<file path="src/hdl/bla_pkg.sv">
`timescale 1ns / 1ps
// ----------------------------------------------------------------------------
// bla_pkg
// Shared types and constants of the bitmap line allocator.
// ----------------------------------------------------------------------------
package bla_pkg;

  // Field widths of the request and result items.
  localparam int OP_W     = 2;
  localparam int COUNT_W  = 11;
  localparam int INDEX_W  = 10;
  localparam int STATUS_W = 2;
  localparam int VALUE_W  = 10;

  // Bits of the used map held in one memory word.
  localparam int WORD_W = 8;
  localparam int BIT_W  = 3;

  // Largest number of lines the result value can name.
  localparam int VALUE_SPAN = 1024;

  // Request kinds.
  typedef enum logic [OP_W-1:0] {
    OP_FIND    = 2'd0,
    OP_RESERVE = 2'd1,
    OP_SET     = 2'd2,
    OP_CLEAR   = 2'd3
  } op_t;

  // Result status codes.
  localparam logic [STATUS_W-1:0] ST_OK        = 2'd0;
  localparam logic [STATUS_W-1:0] ST_NO_SPACE  = 2'd1;
  localparam logic [STATUS_W-1:0] ST_TOO_LARGE = 2'd2;

  // Register map.
  localparam logic REG_ACTIVE_UNITS = 1'b0;

  // Sequencer states.
  typedef enum logic [2:0] {
    S_CLEAR,
    S_IDLE,
    S_SCAN,
    S_RES_RD,
    S_RES_LOAD,
    S_RES_EMIT,
    S_SETCLR,
    S_REPLY
  } state_t;

endpackage

</file>
<file path="src/hdl/bla_ram.sv">
`timescale 1ns / 1ps
// ----------------------------------------------------------------------------
// bla_ram
// Simple dual-port RAM: one write port, one read port with registered data.
// ----------------------------------------------------------------------------
module bla_ram #(
  parameter int WIDTH = 8,
  parameter int DEPTH = 128
) (
  input  logic                                      clk,
  input  logic                                      wr_en,
  input  logic [((DEPTH > 1) ? $clog2(DEPTH) : 1)-1:0] wr_addr,
  input  logic [WIDTH-1:0]                          wr_data,
  input  logic [((DEPTH > 1) ? $clog2(DEPTH) : 1)-1:0] rd_addr,
  output logic [WIDTH-1:0]                          rd_data
);

  logic [WIDTH-1:0] mem [DEPTH];

  // Write port.
  always_ff @(posedge clk) begin
    if (wr_en) begin
      mem[wr_addr] <= wr_data;
    end
  end

  // Registered read port.
  always_ff @(posedge clk) begin
    rd_data <= mem[rd_addr];
  end

endmodule

</file>
<file path="src/hdl/bitmap_line_allocator_core.sv">
`timescale 1ns / 1ps
// Sequence: set and clear read the addressed word and write it back, then reply;
// find scans word by word until a run fits or the last word; reserve counts free
// lines, then visits words again through S_RES_RD, S_RES_LOAD and S_RES_EMIT.
// Throughput: one request at a time, bounded by the single read port of the map.
// Reset: the map is cleared by a pass of one word per cycle during which no item
// is accepted; active_units resets to 1024.
// ----------------------------------------------------------------------------
// bitmap_line_allocator_core
// First-fit allocator over a used/free bitmap kept in a word-wide RAM.
// ----------------------------------------------------------------------------
module bitmap_line_allocator_core
  import bla_pkg::*;
#(
  parameter int LINES       = 1024,
  parameter int MAX_RESERVE = 64
) (
  input  logic        clk,
  input  logic        rst,
  // Request stream.
  input  logic        s_axis_tvalid,
  output logic        s_axis_tready,
  input  logic [23:0] s_axis_tdata,   // [10:0] count, [20:11] index, [23:21] zero
  input  logic [1:0]  s_axis_tuser,   // [1:0] op
  // Result stream.
  output logic        m_axis_tvalid,
  input  logic        m_axis_tready,
  output logic [15:0] m_axis_tdata,   // [1:0] status, [11:2] value, [15:12] zero
  output logic        m_axis_tlast,
  // Configuration port.
  input  logic        psel,
  input  logic        penable,
  input  logic        pwrite,
  input  logic [2:0]  paddr,
  input  logic [31:0] pwdata,
  output logic [31:0] prdata,
  output logic        pready
);

  localparam int EFF_LINES = (LINES < VALUE_SPAN) ? LINES : VALUE_SPAN;
  localparam int DEPTH     = (EFF_LINES + WORD_W - 1) / WORD_W;
  localparam int AW        = (DEPTH > 1) ? $clog2(DEPTH) : 1;
  localparam int RW        = $clog2(MAX_RESERVE + 1);
  localparam logic [AW-1:0] LAST_WORD = AW'(DEPTH - 1);

  state_t state, state_next;

  // Configuration.
  logic [COUNT_W-1:0] active_units;
  logic [COUNT_W-1:0] n_lines;

  // Request registers.
  op_t                op_r;
  logic [COUNT_W-1:0] count_r;
  logic [INDEX_W-1:0] idx_r;

  // Sequencer datapath registers.
  logic [AW-1:0]       word, word_next;
  logic [COUNT_W-1:0]  run, run_next;
  logic [COUNT_W-1:0]  avail, avail_next;
  logic [RW-1:0]       remaining, remaining_next;
  logic [WORD_W-1:0]   cur, cur_next;
  logic [STATUS_W-1:0] res_status, res_status_next;
  logic [VALUE_W-1:0]  res_value, res_value_next;

  // Output register.
  logic                out_valid;
  logic [STATUS_W-1:0] out_status;
  logic [VALUE_W-1:0]  out_value;
  logic                out_last;
  logic                out_free;
  logic                emit;
  logic [STATUS_W-1:0] emit_status;
  logic [VALUE_W-1:0]  emit_value;
  logic                emit_last;

  // Memory ports.
  logic              ram_we;
  logic [AW-1:0]     ram_waddr;
  logic [WORD_W-1:0] ram_wdata;
  logic [AW-1:0]     ram_raddr;
  logic [WORD_W-1:0] ram_rdata;

  // Per-word analysis.
  logic [COUNT_W-1:0] word_base;
  logic [WORD_W-1:0]  active_mask;
  logic [WORD_W-1:0]  free_bits;
  logic [BIT_W:0]     free_pop;
  logic [COUNT_W-1:0] scan_run;
  logic               scan_found;
  logic [COUNT_W-1:0] scan_base;
  logic [COUNT_W-1:0] avail_sum;
  logic [WORD_W-1:0]  cur_active;
  logic [WORD_W-1:0]  cur_free;
  logic [BIT_W-1:0]   cur_sel;

  logic               in_accept;
  logic [AW-1:0]      idx_word;
  logic               idx_active;
  op_t                in_op;
  logic [COUNT_W-1:0] in_count;
  logic [INDEX_W-1:0] in_index;

  assign in_op     = op_t'(s_axis_tuser);
  assign in_count  = s_axis_tdata[COUNT_W-1:0];
  assign in_index  = s_axis_tdata[COUNT_W+INDEX_W-1:COUNT_W];
  assign in_accept = s_axis_tvalid && s_axis_tready;
  assign s_axis_tready = (state == S_IDLE);

  // Number of lines that take part in searches.
  assign n_lines = (active_units > COUNT_W'(EFF_LINES)) ? COUNT_W'(EFF_LINES) : active_units;

  assign idx_word   = AW'(idx_r[INDEX_W-1:BIT_W]);
  assign idx_active = ({1'b0, idx_r} < n_lines);

  // Configuration register write and read.
  assign pready = 1'b1;
  always_ff @(posedge clk) begin
    if (rst) begin
      active_units <= COUNT_W'(VALUE_SPAN);
    end else if (psel && penable && pwrite && pready && (paddr[2] == REG_ACTIVE_UNITS)) begin
      active_units <= pwdata[COUNT_W-1:0];
    end
  end

  always_comb begin
    prdata = '0;
    if (paddr[2] == REG_ACTIVE_UNITS) begin
      prdata = {{(32-COUNT_W){1'b0}}, active_units};
    end
  end

  // Bitmap storage.
  bla_ram #(
    .WIDTH (WORD_W),
    .DEPTH (DEPTH)
  ) u_map (
    .clk     (clk),
    .wr_en   (ram_we),
    .wr_addr (ram_waddr),
    .wr_data (ram_wdata),
    .rd_addr (ram_raddr),
    .rd_data (ram_rdata)
  );

  // Active lines and free lines in the word just read.
  assign word_base = COUNT_W'({word, {BIT_W{1'b0}}});
  always_comb begin
    for (int b = 0; b < WORD_W; b++) begin
      active_mask[b] = ((word_base + COUNT_W'(b)) < n_lines);
    end
  end
  assign free_bits = ~ram_rdata & active_mask;

  always_comb begin
    free_pop = '0;
    for (int b = 0; b < WORD_W; b++) begin
      free_pop = free_pop + (BIT_W+1)'(free_bits[b]);
    end
  end
  assign avail_sum = avail + COUNT_W'(free_pop);

  // Run tracking across the eight lines of the word for a contiguous search.
  always_comb begin
    scan_run   = run;
    scan_found = 1'b0;
    scan_base  = '0;
    for (int b = 0; b < WORD_W; b++) begin
      if (free_bits[b]) begin
        scan_run = scan_run + COUNT_W'(1);
        if (!scan_found && (scan_run == count_r)) begin
          scan_found = 1'b1;
          scan_base  = word_base + COUNT_W'(b) + COUNT_W'(1) - count_r;
        end
      end else begin
        scan_run = '0;
      end
    end
  end

  // Lowest free active line in the word held for reservation.
  always_comb begin
    for (int b = 0; b < WORD_W; b++) begin
      cur_active[b] = ((word_base + COUNT_W'(b)) < n_lines);
    end
  end
  assign cur_free = ~cur & cur_active;
  always_comb begin
    cur_sel = '0;
    for (int b = WORD_W - 1; b >= 0; b--) begin
      if (cur_free[b]) begin
        cur_sel = BIT_W'(b);
      end
    end
  end

  assign out_free = !out_valid || m_axis_tready;

  // Next state.
  always_comb begin
    state_next = state;
    case (state)
      S_CLEAR: begin
        if (word == LAST_WORD) begin
          state_next = S_IDLE;
        end
      end
      S_IDLE: begin
        if (in_accept) begin
          case (in_op)
            OP_FIND: begin
              state_next = (in_count == '0) ? S_REPLY : S_SCAN;
            end
            OP_RESERVE: begin
              if ((in_count > COUNT_W'(MAX_RESERVE)) || (in_count == '0)) begin
                state_next = S_REPLY;
              end else begin
                state_next = S_SCAN;
              end
            end
            default: begin
              state_next = S_SETCLR;
            end
          endcase
        end
      end
      S_SCAN: begin
        if (op_r == OP_FIND) begin
          if (scan_found || (word == LAST_WORD)) begin
            state_next = S_REPLY;
          end
        end else if (avail_sum >= count_r) begin
          state_next = S_RES_RD;
        end else if (word == LAST_WORD) begin
          state_next = S_REPLY;
        end
      end
      S_RES_RD: begin
        state_next = S_RES_LOAD;
      end
      S_RES_LOAD: begin
        state_next = S_RES_EMIT;
      end
      S_RES_EMIT: begin
        if ((remaining == '0) || (cur_free == '0)) begin
          state_next = (remaining == '0) ? S_IDLE : S_RES_RD;
        end
      end
      S_SETCLR: begin
        state_next = S_REPLY;
      end
      S_REPLY: begin
        if (out_free) begin
          state_next = S_IDLE;
        end
      end
      default: begin
        state_next = S_IDLE;
      end
    endcase
  end

  // Datapath, memory and result controls.
  always_comb begin
    word_next       = word;
    run_next        = run;
    avail_next      = avail;
    remaining_next  = remaining;
    cur_next        = cur;
    res_status_next = res_status;
    res_value_next  = res_value;
    ram_we          = 1'b0;
    ram_waddr       = word;
    ram_wdata       = '0;
    ram_raddr       = word;
    emit            = 1'b0;
    emit_status     = ST_OK;
    emit_value      = '0;
    emit_last       = 1'b1;

    case (state)
      S_CLEAR: begin
        ram_we    = 1'b1;
        word_next = word + AW'(1);
      end
      S_IDLE: begin
        ram_raddr       = '0;
        word_next       = '0;
        run_next        = '0;
        avail_next      = '0;
        res_status_next = ST_OK;
        res_value_next  = '0;
        if (in_accept) begin
          if ((in_op == OP_SET) || (in_op == OP_CLEAR)) begin
            ram_raddr      = AW'(in_index[INDEX_W-1:BIT_W]);
            res_value_next = in_index;
          end else if ((in_op == OP_RESERVE) && (in_count > COUNT_W'(MAX_RESERVE))) begin
            res_status_next = ST_TOO_LARGE;
          end
        end
      end
      S_SCAN: begin
        ram_raddr = word + AW'(1);
        word_next = word + AW'(1);
        if (op_r == OP_FIND) begin
          run_next = scan_run;
          if (scan_found) begin
            res_value_next = VALUE_W'(scan_base);
          end else if (word == LAST_WORD) begin
            res_status_next = ST_NO_SPACE;
          end
        end else begin
          avail_next = avail_sum;
          if (avail_sum >= count_r) begin
            word_next      = '0;
            remaining_next = RW'(count_r);
          end else if (word == LAST_WORD) begin
            res_status_next = ST_NO_SPACE;
          end
        end
      end
      S_RES_RD: begin
        ram_raddr = word;
      end
      S_RES_LOAD: begin
        cur_next = ram_rdata;
      end
      S_RES_EMIT: begin
        if ((remaining == '0) || (cur_free == '0)) begin
          // Word exhausted or request complete: write the word back.
          ram_we    = 1'b1;
          ram_waddr = word;
          ram_wdata = cur;
          word_next = word + AW'(1);
        end else if (out_free) begin
          emit             = 1'b1;
          emit_value       = VALUE_W'(word_base + COUNT_W'(cur_sel));
          emit_last        = (remaining == RW'(1));
          cur_next         = cur | (WORD_W'(1) << cur_sel);
          remaining_next   = remaining - RW'(1);
        end
      end
      S_SETCLR: begin
        ram_we    = idx_active;
        ram_waddr = idx_word;
        ram_wdata = ram_rdata;
        ram_wdata[idx_r[BIT_W-1:0]] = (op_r == OP_SET);
      end
      S_REPLY: begin
        if (out_free) begin
          emit        = 1'b1;
          emit_status = res_status;
          emit_value  = res_value;
          emit_last   = 1'b1;
        end
      end
      default: begin
        word_next = word;
      end
    endcase
  end

  // Control registers.
  always_ff @(posedge clk) begin
    if (rst) begin
      state     <= S_CLEAR;
      word      <= '0;
      out_valid <= 1'b0;
    end else begin
      state     <= state_next;
      word      <= word_next;
      out_valid <= emit ? 1'b1 : (m_axis_tready ? 1'b0 : out_valid);
    end
  end

  // Payload registers.
  always_ff @(posedge clk) begin
    run        <= run_next;
    avail      <= avail_next;
    remaining  <= remaining_next;
    cur        <= cur_next;
    res_status <= res_status_next;
    res_value  <= res_value_next;
    if (in_accept) begin
      op_r    <= in_op;
      count_r <= in_count;
      idx_r   <= in_index;
    end
    if (emit) begin
      out_status <= emit_status;
      out_value  <= emit_value;
      out_last   <= emit_last;
    end
  end

  assign m_axis_tvalid = out_valid;
  assign m_axis_tdata  = {4'b0000, out_value, out_status};
  assign m_axis_tlast  = out_last;

endmodule
</file>
<file path="config.mk">
export PLATFORM = sky130hd
export DESIGN_NAME = bitmap_line_allocator_core
export DESIGN_NICKNAME = d
export VERILOG_FILES = /design/src/hdl/bla_pkg.sv /design/src/hdl/bla_ram.sv /design/src/hdl/bitmap_line_allocator_core.sv
export SDC_FILE = /design/constraint.sdc
export NUM_CORES = 2
export LEC_CHECK = 0
export ABC_CLOCK_PERIOD_IN_PS = 7900
export BUFFER_PORTS_ARGS = -buffer_cell sky130_fd_sc_hd__buf_2
export CELL_PAD_IN_SITES_DETAIL_PLACEMENT = 2
export CELL_PAD_IN_SITES_GLOBAL_PLACEMENT = 2
export CORE_MARGIN = 2
export CORE_UTILIZATION = 30
export DETAILED_ROUTE_END_ITERATION = 10
export GPL_ROUTABILITY_DRIVEN = 0
export MAX_ROUTING_LAYER = met4
export PLACE_DENSITY_LB_ADDON = 0.1
export SETUP_SLACK_MARGIN = 0.3
export SKIP_LAST_GASP = 1
export SYNTH_ARGS = -nofsm -noshare
export SYNTH_HDL_FRONTEND = slang
export SYNTH_HIERARCHICAL = 1
export SYNTH_SLANG_ARGS = --single-unit
</file>
<file path="constraint.sdc">
create_clock -name clk -period 7.9 [get_ports clk]
set_input_delay 0.395 -clock clk [delete_from_list [all_inputs] [get_ports clk]]
set_output_delay 0.395 -clock clk [all_outputs]
set_load 0.03 [all_outputs]
</file>
## Yosys cells after proc, flatten, opt, wreduce, memory -nomap -nowiden

Memories as Yosys holds them, arrays and structs flattened. A register that Yosys moved wholly into a read port is not among the register bits.
Cells that the tools add are included.

- Bits of input ports: 68
- Bits in writable memories: 1024
- Memories: 1
- Output and inout port bits: 52
- Word-level logic and storage cells: 277
- Flip-flop bits (word level): 107

- Mux-type cells: 114
- Shift-type cells: 1
- Reduce and logical (&&, ||, !) cells: 47
- Add/sub/neg operators: 41
- Bitwise gates (word level): 8
- Order comparisons: 14
- Equal/unequal tests: 35

Memories:

| name | depth | bits a word | rd ports | clocked after memory_dff | wr ports | RTL line | RTL |
|---|---|---|---|---|---|---|---|
| u_map.mem | 128 | 8 | 1 | 1 | 1 | bla_ram.sv:18 | `logic [WIDTH-1:0] mem [DEPTH];` |

Operators with widths:

| operator | count |
|---|---|
| $mux 10 | 23 |
| $mux 11 | 12 |
| $add 11x1->11 const B | 8 |
| $eq 11x11->1 | 8 |
| $sub 10x10->10 | 8 |
| $lt 11x11->1 | 7 |
| $add 10x1->10 const B | 7 |
| $mux 7 | 10 |
| $mux 3 | 18 |
| $add 10x3->11 const B | 4 |
| $pmux 11 s2 | 2 |
| $pmux 10 s2 | 2 |
| $pmux 8 s2 | 2 |
| $pmux 7 s2 | 2 |
| $pmux 7 s4 | 1 |
| $mux 1 | 24 |
| $mux 8 | 3 |
| $pmux 3 s8 | 1 |
| $add 10x2->11 const B | 2 |
| $lt 10x11->1 | 2 |
| $ne 2x2->1 const B | 9 |
| $add 4x1->4 | 4 |
| $and 8x8->8 | 2 |
| $mux 2 | 8 |
| other kinds (48) | 91 |

## Longest topological paths before layout

- Word-level depth: 38
- Gate-level depth with buffers: 38
- Gate-level depth less buffers: 35

## By module

Netlist, hierarchy kept.

By module, submodules not included:

| module | area an instance (µm²) | sequential area each (µm²) | cells each | times used |
|---|---|---|---|---|
| bla_ram | 39665.5 | 30909.6 | 1635 | 1 |
| bitmap_line_allocator_core | 13376.6 | 2992.9 | 1657 | 1 |

## Least setup slack after synthesis

No wires, ideal clock.

- Kind: reg-to-reg
- From: register active_units[10]
- To: register res_value[0], enable pin
- Cell stages (with the launch flop): 35
- Data arrival time: 7.836 ns
- Library setup time: 0.340 ns
- Setup slack: -0.276 ns
- Path buffers: 6
- Data required time: 7.560 ns
- Clock period less this slack: 8.176 ns
- Cell sequence: dfxtp_1 -> buf_4 -> clkbuf_1 -> nand2b_1 -> ha_1 -> nand4b_1 -> nor4_1 -> a21o_1 -> or2_2 -> clkbuf_1 -> nor2_1 -> ha_1 -> and2_1 -> ha_1 -> and2_1 -> ha_1 -> clkbuf_1 -> nand3_1 -> mux2_2 -> a311oi_2 -> nand3_1 -> o211a_1 -> or2_0 -> buf_2 -> a21o_1 -> and3_1 -> buf_4 -> xnor2_1 -> or4_1 -> a2111o_1 -> xnor3_2 -> nand4_4 -> nand2_1 -> o21ai_0 -> nand2_1

- Longest elaborated chain between the ends: 36
- Elaborated cells between the ends (all ways): 63
- Those cells by class: 7 x add/sub; 9 x order compare; 8 x eq/ne; 23 x mux; 1 x bitwise; 15 x reduce/logical

RTL lines:

| item | RTL line | RTL |
|---|---|---|
| start: declaration | bitmap_line_allocator_core.sv:49 | `logic [COUNT_W-1:0] active_units;` |
| start signal: assignment | bitmap_line_allocator_core.sv:120 | `active_units <= COUNT_W'(VALUE_SPAN);` |
| start signal: assignment | bitmap_line_allocator_core.sv:122 | `active_units <= pwdata[COUNT_W-1:0];` |
| $gt 11x11->1 | bitmap_line_allocator_core.sv:111 | `assign n_lines = (active_units > COUNT_W'(EFF_LINES)) ? COUNT_W'(EFF_LINES) : active_units;` |
| $mux 11 * | bitmap_line_allocator_core.sv:111 |  |
| $lt 10x11->1 | bitmap_line_allocator_core.sv:150 | `active_mask[b] = ((word_base + COUNT_W'(b)) < n_lines);` |
| $and 8x8->8 * | bitmap_line_allocator_core.sv:153 | `assign free_bits = ~ram_rdata & active_mask;` |
| parallel branches: the longest is 29 deep, another holds $add 11x1->11 | n/a |  |
| $mux 1 * | bitmap_line_allocator_core.sv:169 | `if (free_bits[b]) begin` |
| $ne 2x2->1 (no source line) * | n/a |  |
| $reduce_and 3->1 (no source line) * | n/a |  |
| end signal: assignment | bitmap_line_allocator_core.sv:383 | `res_value <= res_value_next;` |
| end: declaration | bitmap_line_allocator_core.sv:64 | `logic [VALUE_W-1:0] res_value, res_value_next;` |

Every way passes the cells marked *.
A chain may end at the register's enable or synchronous reset.

## Final worst setup path

- From: register active_units[10]
- To: register res_status[1], enable pin

- Longest elaborated chain between the ends: 36
- Elaborated cells between the ends (all ways): 73
- Those cells by class: 15 x add/sub; 10 x order compare; 9 x eq/ne; 23 x mux; 1 x bitwise; 15 x reduce/logical

RTL lines:

| item | RTL line | RTL |
|---|---|---|
| $gt 11x11->1 | bitmap_line_allocator_core.sv:111 |  |
| $mux 11 * | bitmap_line_allocator_core.sv:111 |  |
| $lt 10x11->1 | bitmap_line_allocator_core.sv:150 |  |
| $and 8x8->8 * | bitmap_line_allocator_core.sv:153 |  |
| parallel branches: the longest is 31 deep, another holds $add 11x1->11 | n/a |  |
| $reduce_and 3->1 (no source line) * | n/a |  |
| end signal: assignment | bitmap_line_allocator_core.sv:382 | `res_status <= res_status_next;` |
| end: declaration | bitmap_line_allocator_core.sv:63 | `logic [STATUS_W-1:0] res_status, res_status_next;` |

Marks and branches as above.

==> metrics.txt <==
# TYPE chip_impl_metric gauge
chip_impl_info{name="run_status",value="completed"} 1
chip_impl_metric{name="grt_overflow",unit=""} 0
chip_impl_info{name="min_to",value="state[0]"} 1
chip_impl_metric{name="clock_pin_slew_reported_for_the_worst_setup_and_hold_paths_after_clock_tree_synthesis",unit="ps"} 60
chip_impl_metric{name="number_of_storage_elements_in_the_synthesis_netlist",unit=""} 1139
chip_impl_metric{name="worstHoldPathCells",unit=""} 4
chip_impl_metric{name="htree_levels",unit=""} 4
chip_impl_metric{name="fin_total_pwr",unit="mW"} 20.5
chip_impl_metric{name="synthesis.area_per_instance",unit="µm²"} 16.1
chip_impl_metric{name="initial_core_util",unit="%"} 30.2
chip_impl_metric{name="max_frequency",unit="GHz"} 0.133
chip_impl_metric{name="drt_iter0_drc",unit=""} 1810
chip_impl_metric{name="pwr_density",unit="nW/µm²"} 319
chip_impl_metric{name="insertion_delay",unit="ps"} 790
chip_impl_info{name="synth_largest_area_cell",value="edfxtp_1"} 1
chip_impl_metric{name="core_region_area",unit="µm²"} 176000
chip_impl_metric{name="detail-route-antenna-nets",unit=""} 0
chip_impl_metric{name="max_cap_violations",unit=""} 0
chip_impl_metric{name="grt_util_all_layers",unit="%"} 20.3
chip_impl_metric{name="layout.cells.non_filler",unit=""} 6171
chip_impl_metric{name="regToRegSetupSlack",unit="ps"} 390
chip_impl_metric{name="period_minus_slack",unit="ps"} 7510
chip_impl_metric{name="finalMaxSlewViolations",unit=""} 0
chip_impl_metric{name="crit_fanout",unit=""} 6
chip_impl_metric{name="multi_input_comb_area",unit="µm²"} 19300
chip_impl_metric{name="clock_tree.buffer_depth",unit=""} 3
chip_impl_metric{name="ir_drop",unit="mV"} 0.317
chip_impl_metric{name="antenna_found_initial",unit=""} 1
chip_impl_metric{name="seq_power_share",unit="%"} 34.0
chip_impl_metric{name="grt_first_pass_wirelength",unit="mm"} 259
chip_impl_metric{name="netSwitchingFraction",unit="%"} 34.2
chip_impl_metric{name="ys.warnings.count",unit=""} 6
chip_impl_metric{name="crit_arrival",unit="ps"} 8010
chip_impl_metric{name="design.die.area",unit="µm²"} 180000
chip_impl_metric{name="row_count",unit=""} 154
chip_impl_metric{name="netlist_instances",unit=""} 3292
chip_impl_info{name="cts_tree",value="built"} 1
chip_impl_metric{name="synth_edf_count",unit=""} 1109
chip_impl_metric{name="routed_wire_length_per_instance",unit="µm"} 28.7
chip_impl_info{name="crit_path_top_delay_cell",value="or4_4"} 1
chip_impl_info{name="synth_ff_type",value="edfxtp_1"} 1
chip_impl_metric{name="grt_start_max_net_pins",unit=""} 111
chip_impl_metric{name="setup_total_negative_slack",unit="ps"} 0
chip_impl_metric{name="grt_pass1_vias",unit=""} 35100
chip_impl_metric{name="maxSlewHeadroom",unit="%"} 10.7
chip_impl_metric{name="detail_route.drc_violations",unit=""} 0
chip_impl_info{name="hold_path_startpoint",value="s_axis_tvalid"} 1
chip_impl_metric{name="post_route_clock_skew",unit="ps"} 59.4
chip_impl_metric{name="clkPwrFrac",unit="%"} 29.7
chip_impl_metric{name="final-hold-violation-count",unit=""} 0
chip_impl_info{name="path_common_cell",value="buf_6"} 1
chip_impl_metric{name="post-dp-hpwl",unit="mm"} 121
chip_impl_info{name="rsz0062_at_grt",value="yes"} 1
chip_impl_metric{name="via_count",unit=""} 31800
chip_impl_info{name="hold_class",value="in2reg"} 1
chip_impl_metric{name="buffer_ports.inserted",unit=""} 67
chip_impl_metric{name="netlist-cell-type-count",unit=""} 112
chip_impl_metric{name="worst-slew-pin-transition",unit="ps"} 1330
chip_impl_metric{name="clock_sink_count",unit=""} 1139
chip_impl_metric{name="finalWirelength",unit="mm"} 177
chip_impl_metric{name="die_x",unit="µm"} 424
chip_impl_metric{name="ff_to_ff_path_depth",unit=""} 31
chip_impl_metric{name="via_per_inst",unit=""} 5.15
chip_impl_info{name="endpoint_kind",value="flip-flop"} 1
chip_impl_metric{name="die_height",unit="µm"} 424
chip_impl_metric{name="p_leak",unit="nW"} 18.6
chip_impl_metric{name="synth.yosys.seq_area_share",unit="%"} 63.9
chip_impl_metric{name="layout_worst_path_cycle_share",unit="%"} 95.1
chip_impl_info{name="worst_r2r_startpoint",value="active_units[10]"} 1
chip_impl_info{name="synth_area_leaders",value="edfxtp_1 (63%), mux4_2 (14%), xnor2_1 (2.1%)"} 1
chip_impl_metric{name="pre_cts_ws",unit="ps"} -413
chip_impl_info{name="worstReg2RegEnd",value="res_status[1]"} 1
chip_impl_metric{name="cp_slowest_stage_delay",unit="ps"} 510
chip_impl_metric{name="antennaDiodeCount",unit=""} 0
chip_impl_metric{name="i_o_pin_total",unit=""} 120
chip_impl_metric{name="power_report.internal_total",unit="mW"} 13.5
chip_impl_info{name="critPathLaunchType",value="flip-flop"} 1
chip_impl_metric{name="sequential_cell_area",unit="µm²"} 33900
chip_impl_info{name="type_of_the_worst_setup_path",value="reg2reg"} 1
chip_impl_metric{name="setup_violations",unit=""} 0
chip_impl_metric{name="final_critical_path_setup_slack",unit="ps"} 389
chip_impl_info{name="cts.root.buffer_cell",value="clkbuf_16"} 1
chip_impl_metric{name="fill_cell_count",unit=""} 17400
chip_impl_info{name="mostFrequentLayoutCells",value="edfxtp_1 (1109), mux4_2 (336), buf_4 (328), nor2_1 (249), nand2_1 (167)"} 1
chip_impl_metric{name="synth_area",unit="µm²"} 53000
chip_impl_metric{name="switching_power",unit="mW"} 7.02
chip_impl_metric{name="critical_path_required",unit="ps"} 8400
chip_impl_metric{name="nNetsFinal",unit=""} 3868
chip_impl_metric{name="synth.top_cell.area_share",unit="%"} 62.8
chip_impl_info{name="final_common_cell",value="edfxtp_1"} 1
chip_impl_metric{name="syn_to_final_growth",unit="%"} 21.2
chip_impl_metric{name="cts-buffers-inserted",unit=""} 136
chip_impl_metric{name="share_comb_of_total_power",unit="%"} 36.3
chip_impl_metric{name="post_route_cells_drive_above_1_share",unit="%"} 31.2
chip_impl_metric{name="drt_pre_antenna_iters",unit=""} 5
chip_impl_metric{name="async_flop_share",unit="%"} 0
chip_impl_metric{name="post-place-cells",unit=""} 5841
[layer usage]
metal	part of all wire (%)	global-route usage, %	up-vias
met5	0	-	-
met4	2.8	5.40	0
met3	2.6	2.44	231
met2	51	34.1	489
met1	44	26.0	17200
li1	-	-	13900
[cell usage after synthesis (all sizes together), types with 19 or more instances]
master  count
a21oi     100
ha         68
and2       34
nand3      68
nand2b     34
xnor2     129
xor2       42
mux2i      21
dfxtp      30
edfxtp   1109
nor4       21
nor3       54
o21ai     122
nand4      32
or3        21
nor2      260
clkbuf    101
inv        66
nand2     174
o21a       19
mux4      336
mux2       21
buf        87
nor2b      35
[critical path, delay by kind of cell (launching register included)]
kind	cells	cell delay, ps
XOR/XNOR	3	780
AND/OR/NAND/NOR	14	2840
AO/OA/AOI/OAI	5	1310
multiplexers	2	760
flip-flops	1	360
buffers and inverters	5	640
adder cells (fa/ha/maj)	2	550
[flip-flops by register name, summed over array words and instances, names as in the netlist, 2 cells and up]
name           cells
u_map/mem       1024
state              3
op_r               2
idx_r             10
out_status         2
run               11
res_status         2
u_map/rd_data      8
remaining          7
word               7
res_value         10
count_r           11
active_units      11
out_value         10
avail             11
cur                8
[repair_timing]
action | 4_1_cts | 5_1_grt
endpoints found under the setup margin | 39 | 39
resized for setup | 92 | 118
pin swaps | 30 | 71
setup buffers | 17 | 31
hold endpoints to repair | 37 | 0
hold buffers | 34 | 0
gates cloned | 1 | 0
[cell type report]
cell class | count | share of cell area (%)
flip-flops and latches | 1139 | 52.8
multi-input cells | 1919 | 30.0
clock buffers | 166 | 5.49
repair buffers | 455 | 5.47
well taps | 2340 | 4.56
clock inverters | 81 | 1.31
inverters | 71 | 0.422
[power by group through the flow]
stage | logic, mW | registers [mW] | clock network, mW
after CTS | 7.27 | 6.98 | 6.28
after detailed placement | 7.05 | 7.10 | 0
after global placement | 6.90 | 7.09 | 0
after floorplan | 4.48 | 7.02 | 0
after global routing | 8.11 | 7.00 | 6.50
final | 7.44 | 6.98 | 6.08
[per-stage QoR]
step / instance area [µm²] / util, % / hold WS (ps)
final: 64300 / 36.5 / 73.6
after global routing: 64300 / 36.5 / 42.6
after CTS: 63400 / 36.1 / 9.53
after detailed placement: 58100 / 33.1 / 483
after global placement: 58100 / 33.1 / 477
after floorplan: 53200 / - / 445
[how the worst max path moves through the flow]
| stage | slack [ps] | start | to |
|---|---|---|---|
| after floorplan | 320 | active_units[10] | res_value[0] |
| after global placement | -210 | active_units[10] | res_value[9] |
| after detailed placement | -410 | active_units[10] | res_value[8] |
| after CTS | 300 | active_units[10] | res_value[7] |
| after global routing | 150 | active_units[10] | res_value[7] |
| final | 390 | active_units[10] | res_status[1] |
[logic make-up after synthesis]
group	count (synthesis)	share of synthesized area, %
muxes	378	15.1
xor gates and xnor gates	182	3.35
other	2	0.0142
adders and majority gates	78	1.98
AOI/OAI and AO/OA	419	5.39
DFF	1139	63.9
and+or+nand+nor	835	7.99
buffers and inverters	259	2.21
(Power assumes the default switching activity.)
